[src/hdl/rcpnt_pkg.sv]
// Shared types, codes and constants of the RC pulse nibble serial transmitter.
package rcpnt_pkg;

  localparam int FIFO_DEPTH_DEFAULT = 16;

  typedef enum logic [1:0] {
    OP_WRITE    = 2'd0,
    OP_CHECKSUM = 2'd1,
    OP_TICK     = 2'd2,
    OP_FLUSH    = 2'd3
  } op_t;

  typedef struct packed {
    op_t        op;
    logic [7:0] data;
  } item_t;

  typedef struct packed {
    logic        accepted;
    logic [4:0]  symbol;
    logic [10:0] width_us;
    logic        tx_idle;
  } result_t;

  localparam logic [0:0] REG_REPEAT_COUNT = 1'b0;
  localparam logic [0:0] REG_SWEEP_ENABLE = 1'b1;

  localparam logic [4:0]  SYM_REPEAT    = 5'd16;
  localparam logic [4:0]  SYM_IDLE      = 5'd17;
  localparam logic [4:0]  SYM_MAX       = 5'd17;
  localparam logic [10:0] PULSE_BASE_US = 11'd1024;
  localparam logic [10:0] PULSE_STEP_US = 11'd56;
  localparam logic [7:0]  CHECK_MASK    = 8'h55;

endpackage

[src/hdl/rcpnt_front.sv]
// Input stage: accepts items, decodes their kind and queues them for execution.
module rcpnt_front
  import rcpnt_pkg::*;
(
  input  logic       clk,
  input  logic       rst,
  input  logic       s_axis_tvalid,
  output logic       s_axis_tready,
  input  logic [7:0] s_axis_tdata,   // data_byte
  input  logic [1:0] s_axis_tuser,   // kind
  output item_t      q_item,
  output logic       q_valid,
  input  logic       q_pop
);

  item_t      slot [2];
  logic       wr_sel;
  logic       rd_sel;
  logic [1:0] count;
  logic       push;

  assign s_axis_tready = (count != 2'd2);
  assign push          = s_axis_tvalid && s_axis_tready;
  assign q_valid       = (count != 2'd0);
  assign q_item        = slot[rd_sel];

  always_ff @(posedge clk) begin
    if (rst) begin
      count  <= 2'd0;
      wr_sel <= 1'b0;
      rd_sel <= 1'b0;
    end else begin
      if (push) begin
        wr_sel <= ~wr_sel;
      end
      if (q_pop) begin
        rd_sel <= ~rd_sel;
      end
      if (push && !q_pop) begin
        count <= count + 2'd1;
      end else if (!push && q_pop) begin
        count <= count - 2'd1;
      end
    end
  end

  always_ff @(posedge clk) begin
    if (push) begin
      slot[wr_sel] <= '{op: op_t'(s_axis_tuser), data: s_axis_tdata};
    end
  end

endmodule

[src/hdl/rcpnt_back.sv]
// Execution stage: byte store, symbol selection, hold timing and the output register.
module rcpnt_back
  import rcpnt_pkg::*;
#(
  parameter int FIFO_DEPTH = FIFO_DEPTH_DEFAULT
) (
  input  logic        clk,
  input  logic        rst,
  input  logic        cfg_we,
  input  logic [0:0]  cfg_index,
  input  logic [7:0]  cfg_data,
  input  item_t       q_item,
  input  logic        q_valid,
  output logic        q_pop,
  output logic        m_axis_tvalid,
  input  logic        m_axis_tready,
  output logic [23:0] m_axis_tdata
);

  localparam int PTR_W = $clog2(FIFO_DEPTH);
  localparam logic [PTR_W-1:0] PTR_LAST = PTR_W'(FIFO_DEPTH - 1);

  logic [7:0]       store [FIFO_DEPTH];
  logic [7:0]       rd_q;

  logic [7:0]       repeat_count;
  logic             sweep_enable;

  logic [PTR_W-1:0] rp, rp_next, wp, wp_next, rp_inc, wp_inc, rd_addr;
  logic [7:0]       running_xor, running_xor_next;
  logic             empty, empty_next;
  logic             half, half_next;
  logic [7:0]       held, held_next;
  logic [4:0]       cur, cur_next;
  logic [4:0]       prev, prev_next;
  logic             busy, busy_next;
  logic [7:0]       hold, hold_next;
  logic             desc, desc_next;
  logic             sweep_desc_hit;

  logic             fire;
  logic             mem_we;
  logic [7:0]       wbyte;
  logic [4:0]       s;
  result_t          res, res_q;

  assign fire   = q_valid && (!m_axis_tvalid || m_axis_tready);
  assign q_pop  = fire;
  assign wp_inc = (wp == PTR_LAST) ? '0 : wp + 1'b1;
  assign rp_inc = (rp == PTR_LAST) ? '0 : rp + 1'b1;
  assign wbyte  = (q_item.op == OP_WRITE) ? q_item.data : (running_xor ^ CHECK_MASK);
  assign sweep_desc_hit = (cur == 5'd0);

  always_comb begin
    rp_next          = rp;
    wp_next          = wp;
    running_xor_next = running_xor;
    empty_next       = empty;
    half_next        = half;
    held_next        = held;
    cur_next         = cur;
    prev_next        = prev;
    busy_next        = busy;
    hold_next        = hold;
    desc_next        = desc;
    mem_we           = 1'b0;
    s                = SYM_IDLE;
    res              = '0;
    unique case (q_item.op) inside
      OP_WRITE, OP_CHECKSUM: begin
        if (wp_inc != rp) begin
          mem_we           = 1'b1;
          wp_next          = wp_inc;
          running_xor_next = running_xor ^ wbyte;
          empty_next       = 1'b0;
          res.accepted     = 1'b1;
        end
      end
      OP_TICK: begin
        if (!busy) begin
          if (sweep_enable) begin
            if (desc) begin
              if (sweep_desc_hit) begin
                desc_next = 1'b0;
                cur_next  = 5'd1;
              end else begin
                cur_next = cur - 5'd1;
              end
            end else if (cur >= SYM_MAX) begin
              desc_next = 1'b1;
              cur_next  = SYM_MAX - 5'd1;
            end else begin
              cur_next = cur + 5'd1;
            end
          end else begin
            if (!half) begin
              if (rp != wp) begin
                held_next = rd_q;
                rp_next   = rp_inc;
                s         = {1'b0, rd_q[7:4]};
                half_next = 1'b1;
              end else begin
                s                = SYM_IDLE;
                empty_next       = 1'b1;
                running_xor_next = 8'd0;
              end
            end else begin
              s         = {1'b0, held[3:0]};
              half_next = 1'b0;
            end
            if (s == prev) begin
              s = SYM_REPEAT;
            end
            prev_next = s;
            cur_next  = s;
          end
        end
        res.symbol   = cur_next;
        res.width_us = PULSE_BASE_US + PULSE_STEP_US * {6'd0, cur_next};
        if (hold >= repeat_count) begin
          hold_next = 8'd0;
          busy_next = 1'b0;
        end else begin
          hold_next = hold + 8'd1;
          busy_next = 1'b1;
        end
      end
      OP_FLUSH: begin
        rp_next = '0;
        wp_next = '0;
      end
      default: begin
      end
    endcase
    res.tx_idle = empty_next;
  end

  assign rd_addr = fire ? rp_next : rp;

  always_ff @(posedge clk) begin
    if (fire && mem_we) begin
      store[wp] <= wbyte;
    end
  end

  always_ff @(posedge clk) begin
    if (fire && mem_we && (wp == rd_addr)) begin
      rd_q <= wbyte;
    end else begin
      rd_q <= store[rd_addr];
    end
  end

  always_ff @(posedge clk) begin
    if (rst) begin
      repeat_count <= 8'd0;
      sweep_enable <= 1'b0;
    end else if (cfg_we) begin
      unique case (cfg_index)
        REG_REPEAT_COUNT: repeat_count <= cfg_data;
        REG_SWEEP_ENABLE: sweep_enable <= cfg_data[0];
        default: begin
        end
      endcase
    end
  end

  always_ff @(posedge clk) begin
    if (rst) begin
      rp            <= '0;
      wp            <= '0;
      running_xor   <= 8'd0;
      empty         <= 1'b1;
      half          <= 1'b0;
      held          <= 8'd0;
      cur           <= 5'd0;
      prev          <= 5'd0;
      busy          <= 1'b0;
      hold          <= 8'd0;
      desc          <= 1'b0;
      m_axis_tvalid <= 1'b0;
    end else begin
      if (fire) begin
        rp            <= rp_next;
        wp            <= wp_next;
        running_xor   <= running_xor_next;
        empty         <= empty_next;
        half          <= half_next;
        held          <= held_next;
        cur           <= cur_next;
        prev          <= prev_next;
        busy          <= busy_next;
        hold          <= hold_next;
        desc          <= desc_next;
        m_axis_tvalid <= 1'b1;
      end else if (m_axis_tready) begin
        m_axis_tvalid <= 1'b0;
      end
    end
  end

  always_ff @(posedge clk) begin
    if (fire) begin
      res_q <= res;
    end
  end

  assign m_axis_tdata = {6'd0, res_q.tx_idle, res_q.width_us, res_q.symbol,
                         res_q.accepted};

endmodule

[src/hdl/rc_pulse_nibble_serial_tx.sv]
// Sends queued bytes as RC servo pulse-width symbols, one result per item.
// Each item produces exactly one result, and the block takes one item per
// clock while the output is not stalled: an item waits in a two-entry input
// queue, is executed as it leaves the queue and its result appears on the
// master side in the next cycle. The execution stage sets the rate; its byte
// store is a memory with one write and one registered read port and holds
// FIFO_DEPTH-1 bytes. With sweep off, a sync tick sends the high nibble and
// then the low nibble of the oldest byte, idle (17) when the store is empty
// and repeat (16) for a symbol equal to the previous one; each symbol lasts
// repeat_count+1 ticks, and the reported width is 1024 + 56 * symbol us. The
// user must ensure configuration is written only while idle; not enforced.
module rc_pulse_nibble_serial_tx
  import rcpnt_pkg::*;
#(
  parameter int FIFO_DEPTH = FIFO_DEPTH_DEFAULT
) (
  input  logic        clk,
  input  logic        rst,
  input  logic        cfg_we,
  input  logic [0:0]  cfg_index,
  input  logic [7:0]  cfg_data,
  input  logic        s_axis_tvalid,
  output logic        s_axis_tready,
  input  logic [7:0]  s_axis_tdata,   // data_byte
  input  logic [1:0]  s_axis_tuser,   // kind
  output logic        m_axis_tvalid,
  input  logic        m_axis_tready,
  output logic [23:0] m_axis_tdata    // accepted, symbol, width in us, tx_idle, zero fill
);

  item_t q_item;
  logic  q_valid;
  logic  q_pop;

  rcpnt_front u_front (
    .clk           (clk),
    .rst           (rst),
    .s_axis_tvalid (s_axis_tvalid),
    .s_axis_tready (s_axis_tready),
    .s_axis_tdata  (s_axis_tdata),
    .s_axis_tuser  (s_axis_tuser),
    .q_item        (q_item),
    .q_valid       (q_valid),
    .q_pop         (q_pop)
  );

  rcpnt_back #(
    .FIFO_DEPTH (FIFO_DEPTH)
  ) u_back (
    .clk           (clk),
    .rst           (rst),
    .cfg_we        (cfg_we),
    .cfg_index     (cfg_index),
    .cfg_data      (cfg_data),
    .q_item        (q_item),
    .q_valid       (q_valid),
    .q_pop         (q_pop),
    .m_axis_tvalid (m_axis_tvalid),
    .m_axis_tready (m_axis_tready),
    .m_axis_tdata  (m_axis_tdata)
  );

endmodule

[config.mk]
export PLATFORM = sky130hd
export DESIGN_NAME = rc_pulse_nibble_serial_tx
export DESIGN_NICKNAME = d
export VERILOG_FILES = /design/src/hdl/rcpnt_pkg.sv /design/src/hdl/rcpnt_front.sv /design/src/hdl/rcpnt_back.sv /design/src/hdl/rc_pulse_nibble_serial_tx.sv
export SDC_FILE = /design/constraint.sdc
export NUM_CORES = 1
export LEC_CHECK = 0
export BUFFER_PORTS_ARGS = -buffer_cell sky130_fd_sc_hd__buf_2
export CAP_MARGIN = 20
export CORE_MARGIN = 4
export CORE_UTILIZATION = 50
export DETAILED_ROUTE_END_ITERATION = 6
export GPL_ROUTABILITY_DRIVEN = 1
export PLACE_DENSITY = 0.77
export SLEW_MARGIN = 10
export SYNTH_ARGS = -nofsm -noshare
export SYNTH_HDL_FRONTEND = slang
export SYNTH_HIERARCHICAL = 1
export SYNTH_SLANG_ARGS = --single-unit
[constraint.sdc]
create_clock -name clk -period 3.95 [get_ports clk]
set_input_delay 0.395 -clock clk [delete_from_list [all_inputs] [get_ports clk]]
set_output_delay 0.395 -clock clk [all_outputs]
set_load 0.1 [all_outputs]
==> results of run 1 <==
-- how the worst max path moves through the flow --
stage,cells after the start,start,to,slack (ns)
detailed placement,16,register,u_back/m_axis_tdata[15],-0.33
finish,14,register,u_back/m_axis_tdata[15],-0.30
global placement,16,register,u_back/m_axis_tdata[15],-0.25
global route,14,register,u_back/m_axis_tdata[15],-0.44
CTS,14,register,u_back/m_axis_tdata[15],-0.27
floorplan,15,register,u_back/m_axis_tdata[15],-0.12
-- registers in the layout (all words and copies together) (netlist names), 2 cells and up, named ones only --
name,flops
u_back/cur,5
u_back/held,4
u_back/hold,8
u_back/m_axis_tdata,14
u_back/prev,5
u_back/repeat_count,8
u_back/rp,4
u_back/running_xor,8
u_back/store,128
u_back/wp,4
u_front/count,2
u_front/slot,20
-- per-layer routing --
metal,global-route usage [%],part of all wire [%],vias up
met3,2.649,6.3,40
met4,6.999,2.8,0
met2,31.80,48,214
met5,0,0,-
met1,28.04,43,3259
li1,-,-,3080
-- metrics by stage --
stage	TNS [ns]	power, mW	utilization [%]
2_1_floorplan	-0.1161	5.032	-
3_3_place_gp	-0.5877	5.668	56.39
3_5_place_dp	-1.042	5.742	56.39
4_1_cts	-0.7406	7.974	60.45
5_1_grt	-1.536	8.360	60.66
6_report	-0.7104	7.972	60.66
-- timing repair --
| action | 4_1_cts | 5_1_grt |
|---|---|---|
| resized for setup | 1 | 5 |
| pin swaps | 2 | 1 |
| buffers inserted | 2 | 1 |
| cloned | 0 | 0 |
| setup endpoints to repair | 5 | 5 |
-- critical path, stage by stage (launching register included) --
cell and delay, ns:
dfxtp_4 0.43, mux4_2 0.57, mux4_2 0.51, a22oi_4 0.18, xor2_2 0.20, nand4_4 0.14
a22oi_2 0.22, mux2i_2 0.14, fa_1 0.54, buf_4 0.17, fa_2 0.38, a21o_1 0.17
a21oi_2 0.13, xor2_1 0.15, nor2_1 0.05
-- final cells by class --
| cell class | count | share of cell area [%] |
|---|---|---|
| multi-input combinational | 482 | 31.66 |
| clock inverter | 13 | 1.207 |
| clock buffer | 29 | 5.352 |
| sequential | 223 | 51.08 |
| tap | 265 | 2.781 |
| inverter | 33 | 1.039 |
| timing repair buffer | 116 | 6.884 |
-- logic make-up after synthesis --
logic type | Yosys count | share of synthesized area, %
multiplexers | 67 | 10.95
buffers and inverters | 76 | 3.437
adder cells (fa/ha/maj) | 30 | 4.080
AND/OR/NAND/NOR | 215 | 10.53
flip-flops | 223 | 60.14
other | 1 | 0.03706
XOR/XNOR | 19 | 1.719
AO/OA/AOI/OAI | 142 | 9.100
-- layout by cell type (no fill, tap or decap), types with 5 or more instances in the layout --
master	synthesis	routed
a21o_1	6	6
a21oi_1	54	52
and2_1	11	11
and3_1	5	5
buf_2	5	40
buf_4	11	72
clkbuf_16	0	23
clkinv_1	1	5
conb_1	1	9
dfxtp_1	61	60
edfxtp_1	162	162
ha_1	25	24
inv_1	31	30
mux2_2	20	20
mux2i_1	14	12
mux4_2	33	33
nand2_1	52	52
nand2b_1	11	11
nand3_1	21	21
nand3b_1	13	13
nor2_1	64	64
nor2b_1	8	8
nor3_1	12	12
o21ai_0	18	18
o21ai_1	14	14
or2_2	5	5
xnor2_1	10	10
xor2_1	8	8
-- power breakdown --
part | internal, mW | switching (mW)
clock network | 1.34 | 0.878
logic | 0.877 | 1.80
registers | 2.96 | 0.122
==> flow_summary.ini, run 1 <==
[run_status]
status = complete, but fails checks
failed_checks = setup timing

[critical_path]
path_max_fanout = 7
r2r_end = u_back/m_axis_tdata[15]
start_kind = register
critPathCaptureType = register
worstSetupPathType = register to register
r2r_cells = 14
reg2reg_setup_slack_ns = -0.30
required_ns = 4.20
arrival_ns = 4.51

[place]
globalplace.congestion = 0.8423
pre_cts_ws_ns = -0.3308
dp.cells = 1116
place_hpwl_um = 14650
io_buffers = 40
placed_area_um2 = 11080

[floorplanning]
dieHeight_um = 150.3
initial_core_util_pct = 51.49
die_area_um2 = 22580
num_rows = 51
core_um2 = 19650
die_w_um = 150.3
io_pins = 50

[global_route]
antenna_found_initial = 0
overflow = 0
first_global_vias = 6466
grt_max_degree = 34
grt_use_total_pct = 19.83
grt_pass1_wl_um = 34770

[layout]
drive_gt1_share_pct = 26.00
area_delta_synth_final_pct = 17.82
fin_nets = 933
finalNonFillerCells = 1161
final_area_um2 = 11920
fillCellCount = 1520
insertedDiodeCount = 0
multi_input_area_um2 = 3775
ff_latch_area_um2 = 6090

[job]
drv_cap = 0

[sta]
rsz0062_at_grt = yes
hold_viol = 0
worst_hold_slack_ns = 0.06467
tightestPinTransition_ns = 0.9713
setup_violations = 5
max-slew-margin-rel_pct = 35.12
slew_viol_final = 0
fin_crit_sh_pct = 107.7
fin_crit_ns = 4.254
fin_ws_ns = -0.3036
clock_skew_ns = 0.01223
timing.fmax_ghz = 0.2351

[synth]
yosysMostFrequentCell = edfxtp_1
synth_cell_types = 67
syn_inst = 773
netlist_area_um2 = 10120
async_flop_share_pct = 0
yosysWarnings = 6
ys_top_cells_by_area = edfxtp_1 (48%), dfxtp_1 (12%), mux4_2 (7.3%)
synth_top_area_share_pct = 48.07
synth_edf_count = 162
syn_avg_cell_area_um2 = 13.09
synth_ff_type = edfxtp_1
yosysSeqAreaShare_pct = 60.14
yosys_register_bits = 223
synth_top_area_cell = edfxtp_1
yosys-top-cells-count = edfxtp_1 (162), nor2_1 (64), dfxtp_1 (61)

[clocking]
cts.root.buffer_cell = clkbuf_16
clk_pin_slew_ns = 0.06
cts_inserted_buffers = 23
cts_tree = built
clk_latency_ns = 0.52
clockBufferDepth = 3
cts_sinks = 223
h-tree-depth = 1
postCtsHoldBufs = 0

[pwr]
ir_worst_vdd_uv = 632.6
power_leakage_nw = 4.247
power_density_nw_per_um2 = 668.7

[detailed_routing]
post-route-drc-count = 0
viasPerCell = 5.679
drt-initial-drc-count = 584
drtAntennaViolNets = 0
first_pass_iters = 5
routedWlPerCell_um = 18.77
vias = 6593
wl_um = 21800

[worst_hold_path]
hold_path.class = input port to register
hold_end = u_front/slot[0][6]
hold_start = s_axis_tdata[6]
hold_path_depth = 1
Power figures use the tool's default switching activity.
==> run 2, diff against run 1 <==
- SKIP_CTS_REPAIR_TIMING: unset -> 1
- TNS_END_PERCENT: unset -> 10
==> run 2 against run 1 <==
The run still ends with setup timing left; clock power is 4% lower; clock skew down 0.0035 ns; worst hold slack gained 0.019 ns; wire length decreased by 3.9%; final area fell by 0.17%; critical path depth is the same; cell count shrank 0.26%; via count shrank 0.97%; setup slack better by 0.16 ns; largest power group unchanged.
==> flow_summary.ini, run 2 (synthesis results as in run 1) <==
[critical_path]
crit_path_cell_trace = mux4_2 -> mux4_2 -> a22oi_4 -> xor2_2 -> nand4_4 -> a22oi_2 -> mux2i_4 -> fa_1 -> ha_2 -> fa_2 -> a21o_1 -> a21oi_2 -> xor2_1 -> nor2_1
start_kind = register
required_ns = 4.19
r2r_cells = 14
critPathCaptureType = register
arrival_ns = 4.33
path_max_fanout = 7
cpPeakStageDelay_ns = 0.51
cp_slowest_cell = mux4_2
worstSetupPathType = register to register
crit_top_cell = mux4_2

[run_status]
status = complete, but fails checks
failed_checks = setup timing

[layout]
top_register = u_back/store
final_common_cell = edfxtp_1
drive_gt1_share_pct = 25.98
insertedDiodeCount = 0
fin_nets = 930
post-route-util_pct = 60.56
final_area_um2 = 11900
final_cell_mix = edfxtp_1 (162), buf_4 (68), nor2_1 (64), dfxtp_1 (60)
largest_register_ffs = 128
area_delta_synth_final_pct = 17.62

[sta]
fin_crit_sh_pct = 103.6
hold_viol = 0
timing.fmax_ghz = 0.2443
fin_crit_ns = 4.094
tightestPinTransition_ns = 0.9674
max-slew-margin-rel_pct = 35.37
setup_violations = 3
clock_skew_ns = 0.008687
rsz0062_at_grt = yes
fin_ws_ns = -0.1436
slew_viol_final = 0

[clocking]
cts_inserted_buffers = 23
cts_sinks = 223
clk_latency_ns = 0.50
clk_pin_slew_ns = 0.06
h-tree-depth = 1
clockBufferDepth = 3
cts.root.buffer_cell = clkbuf_16
cts_tree = built

[floorplanning]
die_w_um = 150.3
initial_core_util_pct = 51.49
io_pins = 50
die_area_um2 = 22580
dieHeight_um = 150.3
num_rows = 51
core_um2 = 19650

[detailed_routing]
vias = 6529
post-route-drc-count = 0
wl_um = 20940
drtAntennaViolNets = 0
first_pass_iters = 5
routedWlPerCell_um = 18.09
drt-initial-drc-count = 555
viasPerCell = 5.638

[global_route]
overflow = 0
first_global_vias = 6353
antenna_found_initial = 0
grt_max_degree = 29
grt_use_total_pct = 18.99
grt_pass1_wl_um = 33810

[job]
drv_cap = 0

[place]
placed_area_um2 = 11060
globalplace.congestion = 0.8707
place_hpwl_um = 14210
io_buffers = 40

[pwr]
power_leakage_nw = 4.239
power_density_nw_per_um2 = 661.5
ir_worst_vdd_uv = 611.9

[worst_hold_path]
hold_path.class = input port to register
hold_path_depth = 1
## run 2: worst paths after layout
| path | slack (ns) | start | endpoint |
|---|---|---|---|
| worst max-delay path | -0.14 | register | u_back/m_axis_tdata[15] |
| worst min-delay path | 0.08 | s_axis_tuser[1] | u_front/slot[1][9] |
| worst max register to register | -0.14 | register | u_back/m_axis_tdata[15] |
| worst min register to register | 0.49 | u_back/running_xor[2] | u_back/running_xor[2] |
## run 2: cell type report
type / count / area [um2]
fill: 1474 / 7751
tap: 265 / 331.6
clock inverter: 16 / 162.7
timing repair buffer: 113 / 810.8
clock buffer: 26 / 586.8
multi-input combinational: 482 / 3797
inverter: 33 / 123.9
sequential: 223 / 6090
## run 2: through the flow
stage	total power [mW]	setup slack [ns]	hold slack, ns	instances	setup TNS (ns)
after floorplan	5.032	-0.1194	0.4436	781	-0.1357
after CTS	7.864	-0.2555	0.05863	1154	-0.7863
final	7.874	-0.1436	0.08361	1158	-0.2684
after detailed placement	5.716	-0.2574	0.4796	1112	-0.7226
after global placement	5.659	-0.2151	0.4530	1112	-0.4542
after global routing	8.277	-0.3916	0.06719	1158	-1.310
## run 2: report_power, final
| group | total (mW) | switching, mW | internal [mW] |
|---|---|---|---|
| sequential | 3.08 | 0.121 | 2.96 |
| clock | 2.13 | 0.860 | 1.27 |
| combinational | 2.67 | 1.79 | 0.879 |
| total | 7.87 | 2.77 | 5.10 |
## run 2: routing by layer
layer  GRT usage, %  share of wire [%]  vias to the layer above
met1          26.38                 43                     3203
li1               -                  -                     3072
met5              0                  0                        -
met2          31.20                 48                      209
met3          3.371                6.3                       45
met4          4.895                2.6                        0
## run 2: worst max-delay path, delay by kind of cell (launching register included)
family | cells | cell delay, ns
XOR/XNOR | 2 | 0.34
AO/OA/AOI/OAI | 4 | 0.73
multiplexers | 3 | 1.15
flip-flops | 1 | 0.41
adder cells (fa/ha/maj) | 3 | 1.04
AND/OR/NAND/NOR | 2 | 0.17
